==> src/hdl/lrpwm_pkg.sv <==
// ----------------------------------------------------------------------------
// LED ring PWM package
// Shared types, command codes, register indexes and PWM constants.
// ----------------------------------------------------------------------------
package lrpwm_pkg;

    // Ring geometry
    localparam int NUM_LEDS  = 8;
    localparam int LED_IDX_W = $clog2(NUM_LEDS);
    localparam int DUTY_W    = 7;

    typedef logic [DUTY_W-1:0]    duty_t;
    typedef logic [NUM_LEDS-1:0]  led_vec_t;
    typedef logic [LED_IDX_W-1:0] led_idx_t;

    // PWM timing
    localparam duty_t PWM_PERIOD = duty_t'(100);
    localparam duty_t FULL_DUTY  = duty_t'(100);

    // Register reset values
    localparam duty_t DIM_RESET    = duty_t'(10);
    localparam duty_t BRIGHT_RESET = duty_t'(100);

    // Command codes
    localparam logic [1:0] CMD_TICK  = 2'd0;
    localparam logic [1:0] CMD_MASK  = 2'd1;
    localparam logic [1:0] CMD_SPOT  = 2'd2;
    localparam logic [1:0] CMD_NONE  = 2'd3;

    // Configuration register indexes
    localparam logic REG_DIM    = 1'b0;
    localparam logic REG_BRIGHT = 1'b1;

endpackage

==> src/hdl/led_ring_pwm_controller_top.sv <==
// ----------------------------------------------------------------------------
// LED ring PWM controller
// Eight-channel PWM for a ring of LEDs, driven by tick / mask / spotlight
// command words.
// ----------------------------------------------------------------------------
// Usage:
//   Command channel (item_valid/item_ready, cmd, led_mask): tick, set-mask or
//   spotlight words. Mask and spotlight update the duty settings and return
//   nothing; a tick returns one result word.
//   Result channel (result_valid/result_ready, drive_mask, period_start):
//   LEDs on during the tick, and a flag when the tick reloaded the counts.
//   Config port (cfg_we, cfg_index, cfg_data): dim and bright levels, to be
//   written only while no command is in flight; the block does not check it.
//   A tick word passes through the input register, then the result register.
//   Throughput: one word per cycle while no tick waits on a stalled result;
//   the eight duty counters and the phase counter all update in parallel,
//   behind an input register, with a result register on the output side.
//   Reset clears settings, counters and valid flags; levels go to 10 / 100.
//   When the receiver stalls, the result register holds and the input
//   register fills; item_ready drops only if a tick waits behind a full
//   result register.
// ----------------------------------------------------------------------------
module led_ring_pwm_controller_top
(
    input  logic        clk,
    input  logic        rst_n,

    input  logic        item_valid,
    output logic        item_ready,
    input  logic [1:0]  cmd,
    input  logic [7:0]  led_mask,

    output logic        result_valid,
    input  logic        result_ready,
    output logic [7:0]  drive_mask,
    output logic        period_start,

    input  logic        cfg_we,
    input  logic        cfg_index,
    input  logic [6:0]  cfg_data
);

    // Configuration registers
    lrpwm_pkg::duty_t dim_reg;
    lrpwm_pkg::duty_t bright_reg;

    always_ff @(posedge clk or negedge rst_n)
    begin
        if (!rst_n)
        begin
            dim_reg    <= lrpwm_pkg::DIM_RESET;
            bright_reg <= lrpwm_pkg::BRIGHT_RESET;
        end
        else if (cfg_we)
        begin
            unique case (cfg_index)
                lrpwm_pkg::REG_DIM:    dim_reg    <= cfg_data;
                lrpwm_pkg::REG_BRIGHT: bright_reg <= cfg_data;
                default: ;
            endcase
        end
    end

    // Input register
    logic                  s0_valid_reg;
    logic [1:0]            s0_cmd_reg;
    lrpwm_pkg::led_vec_t   s0_mask_reg;
    logic                  s0_is_tick;
    logic                  s0_advance;
    logic                  out_load;

    assign s0_is_tick = (s0_cmd_reg == lrpwm_pkg::CMD_TICK);
    assign out_load   = s0_valid_reg && s0_is_tick && (!result_valid || result_ready);
    assign s0_advance = s0_valid_reg && (!s0_is_tick || !result_valid || result_ready);
    assign item_ready = !s0_valid_reg || s0_advance;

    always_ff @(posedge clk or negedge rst_n)
    begin
        if (!rst_n)
        begin
            s0_valid_reg <= 1'b0;
        end
        else if (item_ready)
        begin
            s0_valid_reg <= item_valid;
        end
    end

    always_ff @(posedge clk)
    begin
        if (item_ready && item_valid)
        begin
            s0_cmd_reg  <= cmd;
            s0_mask_reg <= led_mask;
        end
    end

    // Highest set bit of the mask; an empty mask selects LED 0
    lrpwm_pkg::led_idx_t spot_top;
    lrpwm_pkg::led_idx_t spot_lo;
    lrpwm_pkg::led_idx_t spot_hi;

    always_comb
    begin
        spot_top = '0;
        for (int i = 0; i < lrpwm_pkg::NUM_LEDS; i++)
        begin
            if (s0_mask_reg[i])
            begin
                spot_top = lrpwm_pkg::led_idx_t'(i);
            end
        end
    end

    // Ring neighbors wrap through the index width
    assign spot_lo = spot_top - lrpwm_pkg::led_idx_t'(1);
    assign spot_hi = spot_top + lrpwm_pkg::led_idx_t'(1);

    // Duty settings, remaining counts and phase counter
    lrpwm_pkg::duty_t    duty_setting_reg   [lrpwm_pkg::NUM_LEDS];
    lrpwm_pkg::duty_t    duty_setting_next  [lrpwm_pkg::NUM_LEDS];
    lrpwm_pkg::duty_t    duty_remaining_reg [lrpwm_pkg::NUM_LEDS];
    lrpwm_pkg::duty_t    duty_remaining_next[lrpwm_pkg::NUM_LEDS];
    lrpwm_pkg::duty_t    duty_loaded        [lrpwm_pkg::NUM_LEDS];
    lrpwm_pkg::duty_t    phase_reg;
    lrpwm_pkg::duty_t    phase_next;
    lrpwm_pkg::led_vec_t drive_calc;
    logic                reload;

    assign reload = (phase_reg == '0);

    // Tick: reload at phase zero, drive nonzero counts, count down
    always_comb
    begin
        for (int i = 0; i < lrpwm_pkg::NUM_LEDS; i++)
        begin
            duty_loaded[i]         = reload ? duty_setting_reg[i] : duty_remaining_reg[i];
            drive_calc[i]          = (duty_loaded[i] != '0);
            duty_remaining_next[i] = duty_loaded[i]
                                   - lrpwm_pkg::duty_t'(drive_calc[i]);
        end
        phase_next = (reload ? lrpwm_pkg::PWM_PERIOD : phase_reg)
                   - lrpwm_pkg::duty_t'(1);
    end

    // Mask and spotlight update the duty settings
    always_comb
    begin
        for (int i = 0; i < lrpwm_pkg::NUM_LEDS; i++)
        begin
            duty_setting_next[i] = duty_setting_reg[i];
        end
        unique case (s0_cmd_reg)
            lrpwm_pkg::CMD_MASK:
            begin
                for (int i = 0; i < lrpwm_pkg::NUM_LEDS; i++)
                begin
                    duty_setting_next[i] = s0_mask_reg[i] ? lrpwm_pkg::FULL_DUTY : '0;
                end
            end
            lrpwm_pkg::CMD_SPOT:
            begin
                for (int i = 0; i < lrpwm_pkg::NUM_LEDS; i++)
                begin
                    if (lrpwm_pkg::led_idx_t'(i) == spot_top)
                    begin
                        duty_setting_next[i] = bright_reg;
                    end
                    else if (lrpwm_pkg::led_idx_t'(i) == spot_lo ||
                             lrpwm_pkg::led_idx_t'(i) == spot_hi)
                    begin
                        duty_setting_next[i] = dim_reg;
                    end
                    else
                    begin
                        duty_setting_next[i] = '0;
                    end
                end
            end
            lrpwm_pkg::CMD_TICK, lrpwm_pkg::CMD_NONE: ;
            default: ;
        endcase
    end

    always_ff @(posedge clk or negedge rst_n)
    begin
        if (!rst_n)
        begin
            for (int i = 0; i < lrpwm_pkg::NUM_LEDS; i++)
            begin
                duty_setting_reg[i]   <= '0;
                duty_remaining_reg[i] <= '0;
            end
            phase_reg <= '0;
        end
        else if (s0_advance)
        begin
            for (int i = 0; i < lrpwm_pkg::NUM_LEDS; i++)
            begin
                duty_setting_reg[i] <= duty_setting_next[i];
            end
            if (s0_is_tick)
            begin
                for (int i = 0; i < lrpwm_pkg::NUM_LEDS; i++)
                begin
                    duty_remaining_reg[i] <= duty_remaining_next[i];
                end
                phase_reg <= phase_next;
            end
        end
    end

    // Result register
    logic                result_valid_reg;
    lrpwm_pkg::led_vec_t drive_mask_reg;
    logic                period_start_reg;

    always_ff @(posedge clk or negedge rst_n)
    begin
        if (!rst_n)
        begin
            result_valid_reg <= 1'b0;
        end
        else if (out_load)
        begin
            result_valid_reg <= 1'b1;
        end
        else if (result_ready)
        begin
            result_valid_reg <= 1'b0;
        end
    end

    always_ff @(posedge clk)
    begin
        if (out_load)
        begin
            drive_mask_reg   <= drive_calc;
            period_start_reg <= reload;
        end
    end

    assign result_valid = result_valid_reg;
    assign drive_mask   = drive_mask_reg;
    assign period_start = period_start_reg;

`ifndef SYNTHESIS
    // Phase counter stays inside the period
    a_phase_range: assert property (@(posedge clk) disable iff (!rst_n)
        phase_reg < lrpwm_pkg::PWM_PERIOD)
        else $error("phase counter out of range");

    // A reloading tick restarts the phase at the top of the period
    a_phase_restart: assert property (@(posedge clk) disable iff (!rst_n)
        (s0_advance && s0_is_tick && reload)
        |=> (phase_reg == lrpwm_pkg::PWM_PERIOD - lrpwm_pkg::duty_t'(1)))
        else $error("phase not restarted after reload");

    // Period start flag matches the phase that produced the result
    a_start_flag: assert property (@(posedge clk) disable iff (!rst_n)
        out_load |=> (period_start_reg == ($past(phase_reg) == '0)))
        else $error("period start flag mismatch");

    // A held input word keeps its command while it waits
    a_s0_hold: assert property (@(posedge clk) disable iff (!rst_n)
        (s0_valid_reg && !s0_advance) |=> (s0_valid_reg && $stable(s0_cmd_reg)))
        else $error("input register lost a stalled word");
`endif

endmodule

==> config.mk <==
export PLATFORM = sky130hd
export DESIGN_NAME = led_ring_pwm_controller_top
export DESIGN_NICKNAME = d
export VERILOG_FILES = /design/src/hdl/lrpwm_pkg.sv /design/src/hdl/led_ring_pwm_controller_top.sv
export SDC_FILE = /design/constraint.sdc
export NUM_CORES = 1
export LEC_CHECK = 0
export BUFFER_PORTS_ARGS = -buffer_cell sky130_fd_sc_hd__buf_2
export CAP_MARGIN = 20
export CORE_MARGIN = 2
export CORE_UTILIZATION = 34
export CTS_CLUSTER_SIZE = 16
export DETAILED_ROUTE_END_ITERATION = 6
export SYNTH_ARGS = -nofsm -noshare
export SYNTH_HDL_FRONTEND = slang
export SYNTH_SLANG_ARGS = --single-unit
==> constraint.sdc <==
create_clock -name clk -period 3.61 [get_ports clk]
set_input_delay 0.722 -clock clk [delete_from_list [all_inputs] [get_ports clk]]
set_output_delay 0.722 -clock clk [all_outputs]
set_load 0.03 [all_outputs]
==> results_dict.tcl, run 1 <==
set metrics [dict create \
    status "complete, no violations" \
    area_growth_syn_to_layout_pct 12.6 \
    path_cells "nor4_1, nand2_2, buf_4, a41oi_1, ha_1, ha_1, nor3b_1, a21oi_1, o21ai_0, o211ai_1" \
    n_antenna_cell 0 \
    hold_slack_ns 0.249 \
    dr.pass1.iters 5 \
    start_util_pct 34.8 \
    fin_area_um2 9590 \
    ctsHoldBuffers 0 \
    seq_area_um2 3960 \
    finalSetupTns_ns 0 \
    arrival_ns 3.54 \
    cp.depth 10 \
    h-tree-depth 4 \
    drv_cap 0 \
    tightest_slew_ns 0.910 \
    ant_nets 0 \
    drt_iter0_markers 570 \
    crit_top_cell "ha_1" \
    core_um2 24500 \
    cp-start-kind "flip-flop" \
    r2r_cells 10 \
    timing.rr.start "phase_reg[3]" \
    dieWidth_um 162 \
    crit_fanout 59 \
    grt_max_degree 69 \
    ir_worst_vdd_mv 0.301 \
    netlist_area_um2 8520 \
    setup_viol 0 \
    async_flop_share_pct 87.7 \
    endpoint "duty_remaining_reg[48]" \
    layout_common_cells "130 x dfrtp_1, 78 x nand2_1, 78 x o21ai_0" \
    cts_tree "yes" \
    critPathMaxStageDelay_ns 0.44 \
    synth_seq_area_share_pct 46.4 \
    cts-resized-gates 0 \
    synth_nets 933 \
    clock_path_buffers 2 \
    crit_start "phase_reg[3]" \
    yosysUniqueCellTypes 57 \
    viasPerCell 5.75 \
    required_ns 3.88 \
    hold_viol 0 \
    dieArea_um2 26300 \
    gr-total-overflow 0 \
    die_y_um 162 \
    synth_flop_cell "dfrtp_1" \
    stdcell_count 1231 \
    wirelength_um 22400 \
    pin_count 34 \
    worst-r2r-setup-slack_ns 0.34 \
    dp_hpwl_um 15200 \
    slew_violations 0 \
    drc 0 \
    timing.rr.end "duty_remaining_reg[48]" \
    grt_pass1_wl_um 36800 \
    relSlewSlack_pct 39.3 \
    drive_gt1_share_pct 11.8 \
    io_buffer_count 33 \
    rsz0062_at_grt "false" \
    final_common_cell "dfrtp_1" \
    path_buf_inv 1 \
    power_density_nw_per_um2 684 \
    grt_pass1_vias 6761 \
    p_leak_nw 3.96 \
    cp_slowest_cell "dfrtp_1" \
    period_share_pct 90.5 \
    avgSynthCellArea_um2 9.62 \
    fin_nets 942 \
    root_buffer "clkbuf_16" \
    dp.cells 1199 \
    drt-wirelength-per-cell_um 18.2 \
    clk_pin_slew_ns 0.06 \
    fp-row-count 57 \
    cts_setup_buffers 0 \
    crit_type "flip-flop to flip-flop" \
    synthCells 885 \
    skew_ns 0.00939 \
    period_minus_slack_ns 3.27 \
    cts_sinks 154 \
    hold_class "input pin to async pin" \
    cts-buffers-inserted 17 \
    vias 7083 \
    postPlaceCellArea_um2 9000 \
    gp_congestion 0.865 \
    yosys_warnings 0 \
    worst_skew_pair.late_latency_ns 0.43 \
    ys_seq_elements 154 \
    finalWorstSetupSlack_ns 0.343 \
    pre_cts_ws_ns 0.400 \
    cp_top_family "simple AND/OR/NAND/NOR gates" \
    grtUsageTotal_pct 17.6 \
    multi_input_comb_area_um2 4280 \
    synth_edf_count 19 \
    fillers 2402 \
    antenna_found_initial 0 \
    crit_path_end_kind "flip-flop" \
    max_freq_mhz 306 \
]
[synthesized netlist by cell type (all sizes together) (14+ instances only)]
master,instances,share of area [%]
inv,16,0.71
clkbuf,46,2.1
a22oi,30,2.6
nor3b,15,1.3
o21ai,78,4.6
o31ai,15,1.3
ha,25,3.7
nand2,79,3.5
nor3,36,2.2
mux2,14,1.9
xor2,17,1.7
mux2i,24,2.8
nor4,20,1.5
a31oi,23,1.7
nor2,57,2.5
xnor2,17,1.7
edfxtp,19,6.7
dfrtp,130,38
a21oi,52,3.1
[worst register-to-register path: stages, from the launching register on]
cell	delay (ns)
dfrtp_1	0.44
nor4_1	0.41
nand2_2	0.14
buf_4	0.35
a41oi_1	0.38
ha_1	0.27
ha_1	0.29
nor3b_1	0.43
a21oi_1	0.12
o21ai_0	0.16
o211ai_1	0.11
[worst min path at each step]
stage	end	cells after the start	slack [ns]	from
after global placement	bright_reg[1]	1	0.48	bright_reg[1]
after CTS	duty_remaining_reg[11]	1	0.28	rst_n
after detailed placement	bright_reg[4]	1	0.48	bright_reg[4]
after floorplan	bright_reg[0]	0	0.43	rst_n
after global routing	duty_remaining_reg[32]	1	0.30	rst_n
final	duty_remaining_reg[30]	1	0.25	rst_n
[final cells by class]
class / count / share of cell area [%]
Timing Repair Buffer: 47 / 3.14
Tap cell: 324 / 4.23
Inverter: 17 / 0.666
Multi-Input combinational cell: 657 / 44.6
Sequential cell: 154 / 41.3
Clock buffer: 18 / 4.70
Clock inverter: 14 / 1.42
[report_power, final]
part	internal, mW	switching, mW	leakage (nW)
logic	0.931	1.13	1.81
clock network	1.00	0.775	0.280
registers	2.21	0.515	1.87
total	4.14	2.42	3.96
[per-layer routing]
| layer | vias to the layer above | share of wire (%) | GRT usage, % |
|---|---|---|---|
| met1 | 3467 | 48 | 25.2 |
| li1 | 3366 | - | - |
| met5 | - | 0 | 0 |
| met2 | 222 | 45 | 27.4 |
| met4 | 0 | 1.2 | 4.47 |
| met3 | 28 | 5.2 | 3.32 |
[metrics by stage]
step	power, mW	utilization (%)
floorplan	4.23	-
global placement	4.75	36.8
detailed placement	4.79	36.8
CTS	6.59	39.2
global route	7.07	39.2
finish	6.56	39.2
[logic make-up after synthesis]
kind of cell             share of synthesized area, %
AND/OR/NAND/NOR                                  16.0
flip-flops                                       46.4
multiplexers                                     4.67
adder cells (fa/ha/maj)                          3.67
buffers and inverters                            3.50
AO/OA/AOI/OAI                                    22.2
XOR/XNOR                                         3.50
(Power assumes the default switching activity.)
==> run 2: changes to the inputs <==
--- a/config.mk
+++ b/config.mk
@@ -11,6 +11,7 @@
 export CORE_UTILIZATION = 34
 export CTS_CLUSTER_SIZE = 16
 export DETAILED_ROUTE_END_ITERATION = 6
+export PLACE_DENSITY = 0.54
 export SYNTH_ARGS = -nofsm -noshare
 export SYNTH_HDL_FRONTEND = slang
 export SYNTH_SLANG_ARGS = --single-unit
==> constraint.sdc (replaced) <==
create_clock -name clk -period 4.2 [get_ports clk]
set_input_delay 0.84 -clock clk [delete_from_list [all_inputs] [get_ports clk]]
set_output_delay 0.84 -clock clk [all_outputs]
set_load 0.03 [all_outputs]
==> run 2 against run 1 <==
  * Critical path depth did not move
  * Highest routed layer unchanged
  * Register-to-register slack gained 0.58 ns
  * Sequential power decreased by 14%
  * Hold slack improved by 0.18 ns
  * Final cell count fell by 0.32%
==> results_dict.tcl, run 2 (synthesized netlist as in run 1, its figures left out) <==
set metrics [dict create \
    status "complete, no violations" \
    dieArea_um2 26300 \
    drc 0 \
    drt-wirelength-per-cell_um 18.6 \
    grt_pass1_vias 6583 \
    swShare_pct 35.0 \
    vias 6903 \
    setup_viol 0 \
    pin_count 34 \
    cts_sinks 154 \
    clk_pin_slew_ns 0.06 \
    fp-row-count 57 \
    power_density_nw_per_um2 606 \
    crit_path_end_kind "flip-flop" \
    drv_cap 0 \
    gp_congestion 0.849 \
    drive_gt1_share_pct 11.3 \
    p_comb_share_pct 30.1 \
    layout_common_cells "130 x dfrtp_1, 78 x nand2_1, 78 x o21ai_0" \
    internal-power_mw 3.80 \
    n_antenna_cell 0 \
    dr.pass1.iters 4 \
    max_freq_mhz 305 \
    cts-resized-gates 0 \
    required_ns 4.47 \
    worst-r2r-setup-slack_ns 0.92 \
    period_minus_slack_ns 3.28 \
    ir_worst_vdd_mv 0.252 \
    gr-total-overflow 0 \
    wirelength_um 22900 \
    seqPwrFrac_pct 40.1 \
    area_growth_syn_to_layout_pct 13.1 \
    crit_type "flip-flop to flip-flop" \
    start_util_pct 34.8 \
    arrival_ns 3.55 \
    relSlewSlack_pct 34.0 \
    dp_hpwl_um 15300 \
    dieWidth_um 162 \
    cts-buffers-inserted 17 \
    ant_nets 0 \
    crit_fanout 59 \
    io_buffer_count 33 \
    core_um2 24500 \
    drt_iter0_markers 493 \
    tightest_slew_ns 0.991 \
    p_leak_nw 3.99 \
    cts_setup_buffers 0 \
    skew_ns 0.00702 \
    pwr-share-clk_pct 29.8 \
    period_share_pct 78.0 \
    cts_tree "yes" \
    fin_util_pct 39.4 \
    grt_pass1_wl_um 37300 \
    grt_max_degree 80 \
    root_buffer "clkbuf_16" \
    h-tree-depth 4 \
    grtUsageTotal_pct 18.2 \
    clock_path_buffers 2 \
    fin_nets 938 \
    switchingPower_mw 2.04 \
    antenna_found_initial 0 \
    finalSetupTns_ns 0 \
    fillers 2448 \
    hold_viol 0 \
    hold_class "input pin to async pin" \
    ctsHoldBuffers 0 \
    cp-start-kind "flip-flop" \
    final_common_cell "dfrtp_1" \
    worst_skew_pair.late_latency_ns 0.43 \
    viasPerCell 5.63 \
    slew_violations 0 \
    die_y_um 162 \
    rsz0062_at_grt "false" \
]
## run 2: changes by cell type in the layout (fill, tap and decap cells not counted)
cell        previous run  this run
clkbuf_8               0         3
clkbuf_16             18        17
buf_4                 12         8
clkinv_4               3         1
clkbuf_1               0         1
clkinv_2               1         3
clkinvlp_4             3         1
bufinv_16              1         5
inv_6                  6         1
## run 2: power by group through the flow
| stage | Clock, mW | Combinational [mW] | Sequential (mW) |
|---|---|---|---|
| global route | 1.85 | 2.02 | 2.40 |
| CTS | 1.77 | 1.77 | 2.34 |
| detailed placement | 0 | 1.76 | 2.36 |
| global placement | 0 | 1.75 | 2.36 |
| finish | 1.74 | 1.76 | 2.34 |
| floorplan | 0 | 1.43 | 2.21 |
## run 2: layer usage
layer | up-vias | global-route usage [%] | wire [um] | share of wire [%]
li1 | 3347 | - | - | -
met1 | 3382 | 26.8 | 11600 | 51
met2 | 152 | 27.3 | 10100 | 44
met3 | 22 | 2.83 | 871 | 3.8
met4 | 0 | 5.79 | 292 | 1.3
met5 | - | 0 | 0 | 0
## run 2: path summary, 6_finish.rpt
kind	cells past startpoint	startpoint	end
hold / removal	1	rst_n	duty_remaining_reg[11]
hold reg to reg	1	bright_reg[3]	bright_reg[3]
setup reg to reg	10	phase_reg[3]	duty_remaining_reg[41]
max in group asynchronous	2	rst_n	duty_remaining_reg[18]
setup / recovery	10	phase_reg[3]	duty_remaining_reg[41]
min in group clk	1	bright_reg[3]	bright_reg[3]
## run 2: critical path: stages (launching register included)
cell and delay [ns]:
dfrtp_1 0.44, nor4_1 0.44, nand2_2 0.12, buf_4 0.34, a31oi_1 0.27, ha_1 0.28, ha_1 0.28, nor3b_1 0.44
a21oi_1 0.13, o21ai_0 0.20, o211ai_1 0.12
## run 2: area by class of cell
cell class	instances	area, um^2	area share [%]
repair buffers	43	272	2.82
clock buffers	21	470	4.88
well taps	324	405	4.21
clock inverters	11	190	1.97
multi-input cells	657	4280	44.4
flip-flops and latches	154	3960	41.1
inverters	17	63.8	0.663
## run 2: metrics by stage
stage	power, mW	instances	hold WS [ns]	worst slack [ns]	cell area [um^2]
floorplan	3.64	885	0.471	1.23	8520
global placement	4.11	1195	0.481	1.05	8970
detailed placement	4.12	1195	0.486	0.977	8970
CTS	5.88	1227	0.474	0.937	9630
global route	6.27	1227	0.487	0.602	9630
finish	5.84	1227	0.434	0.923	9630
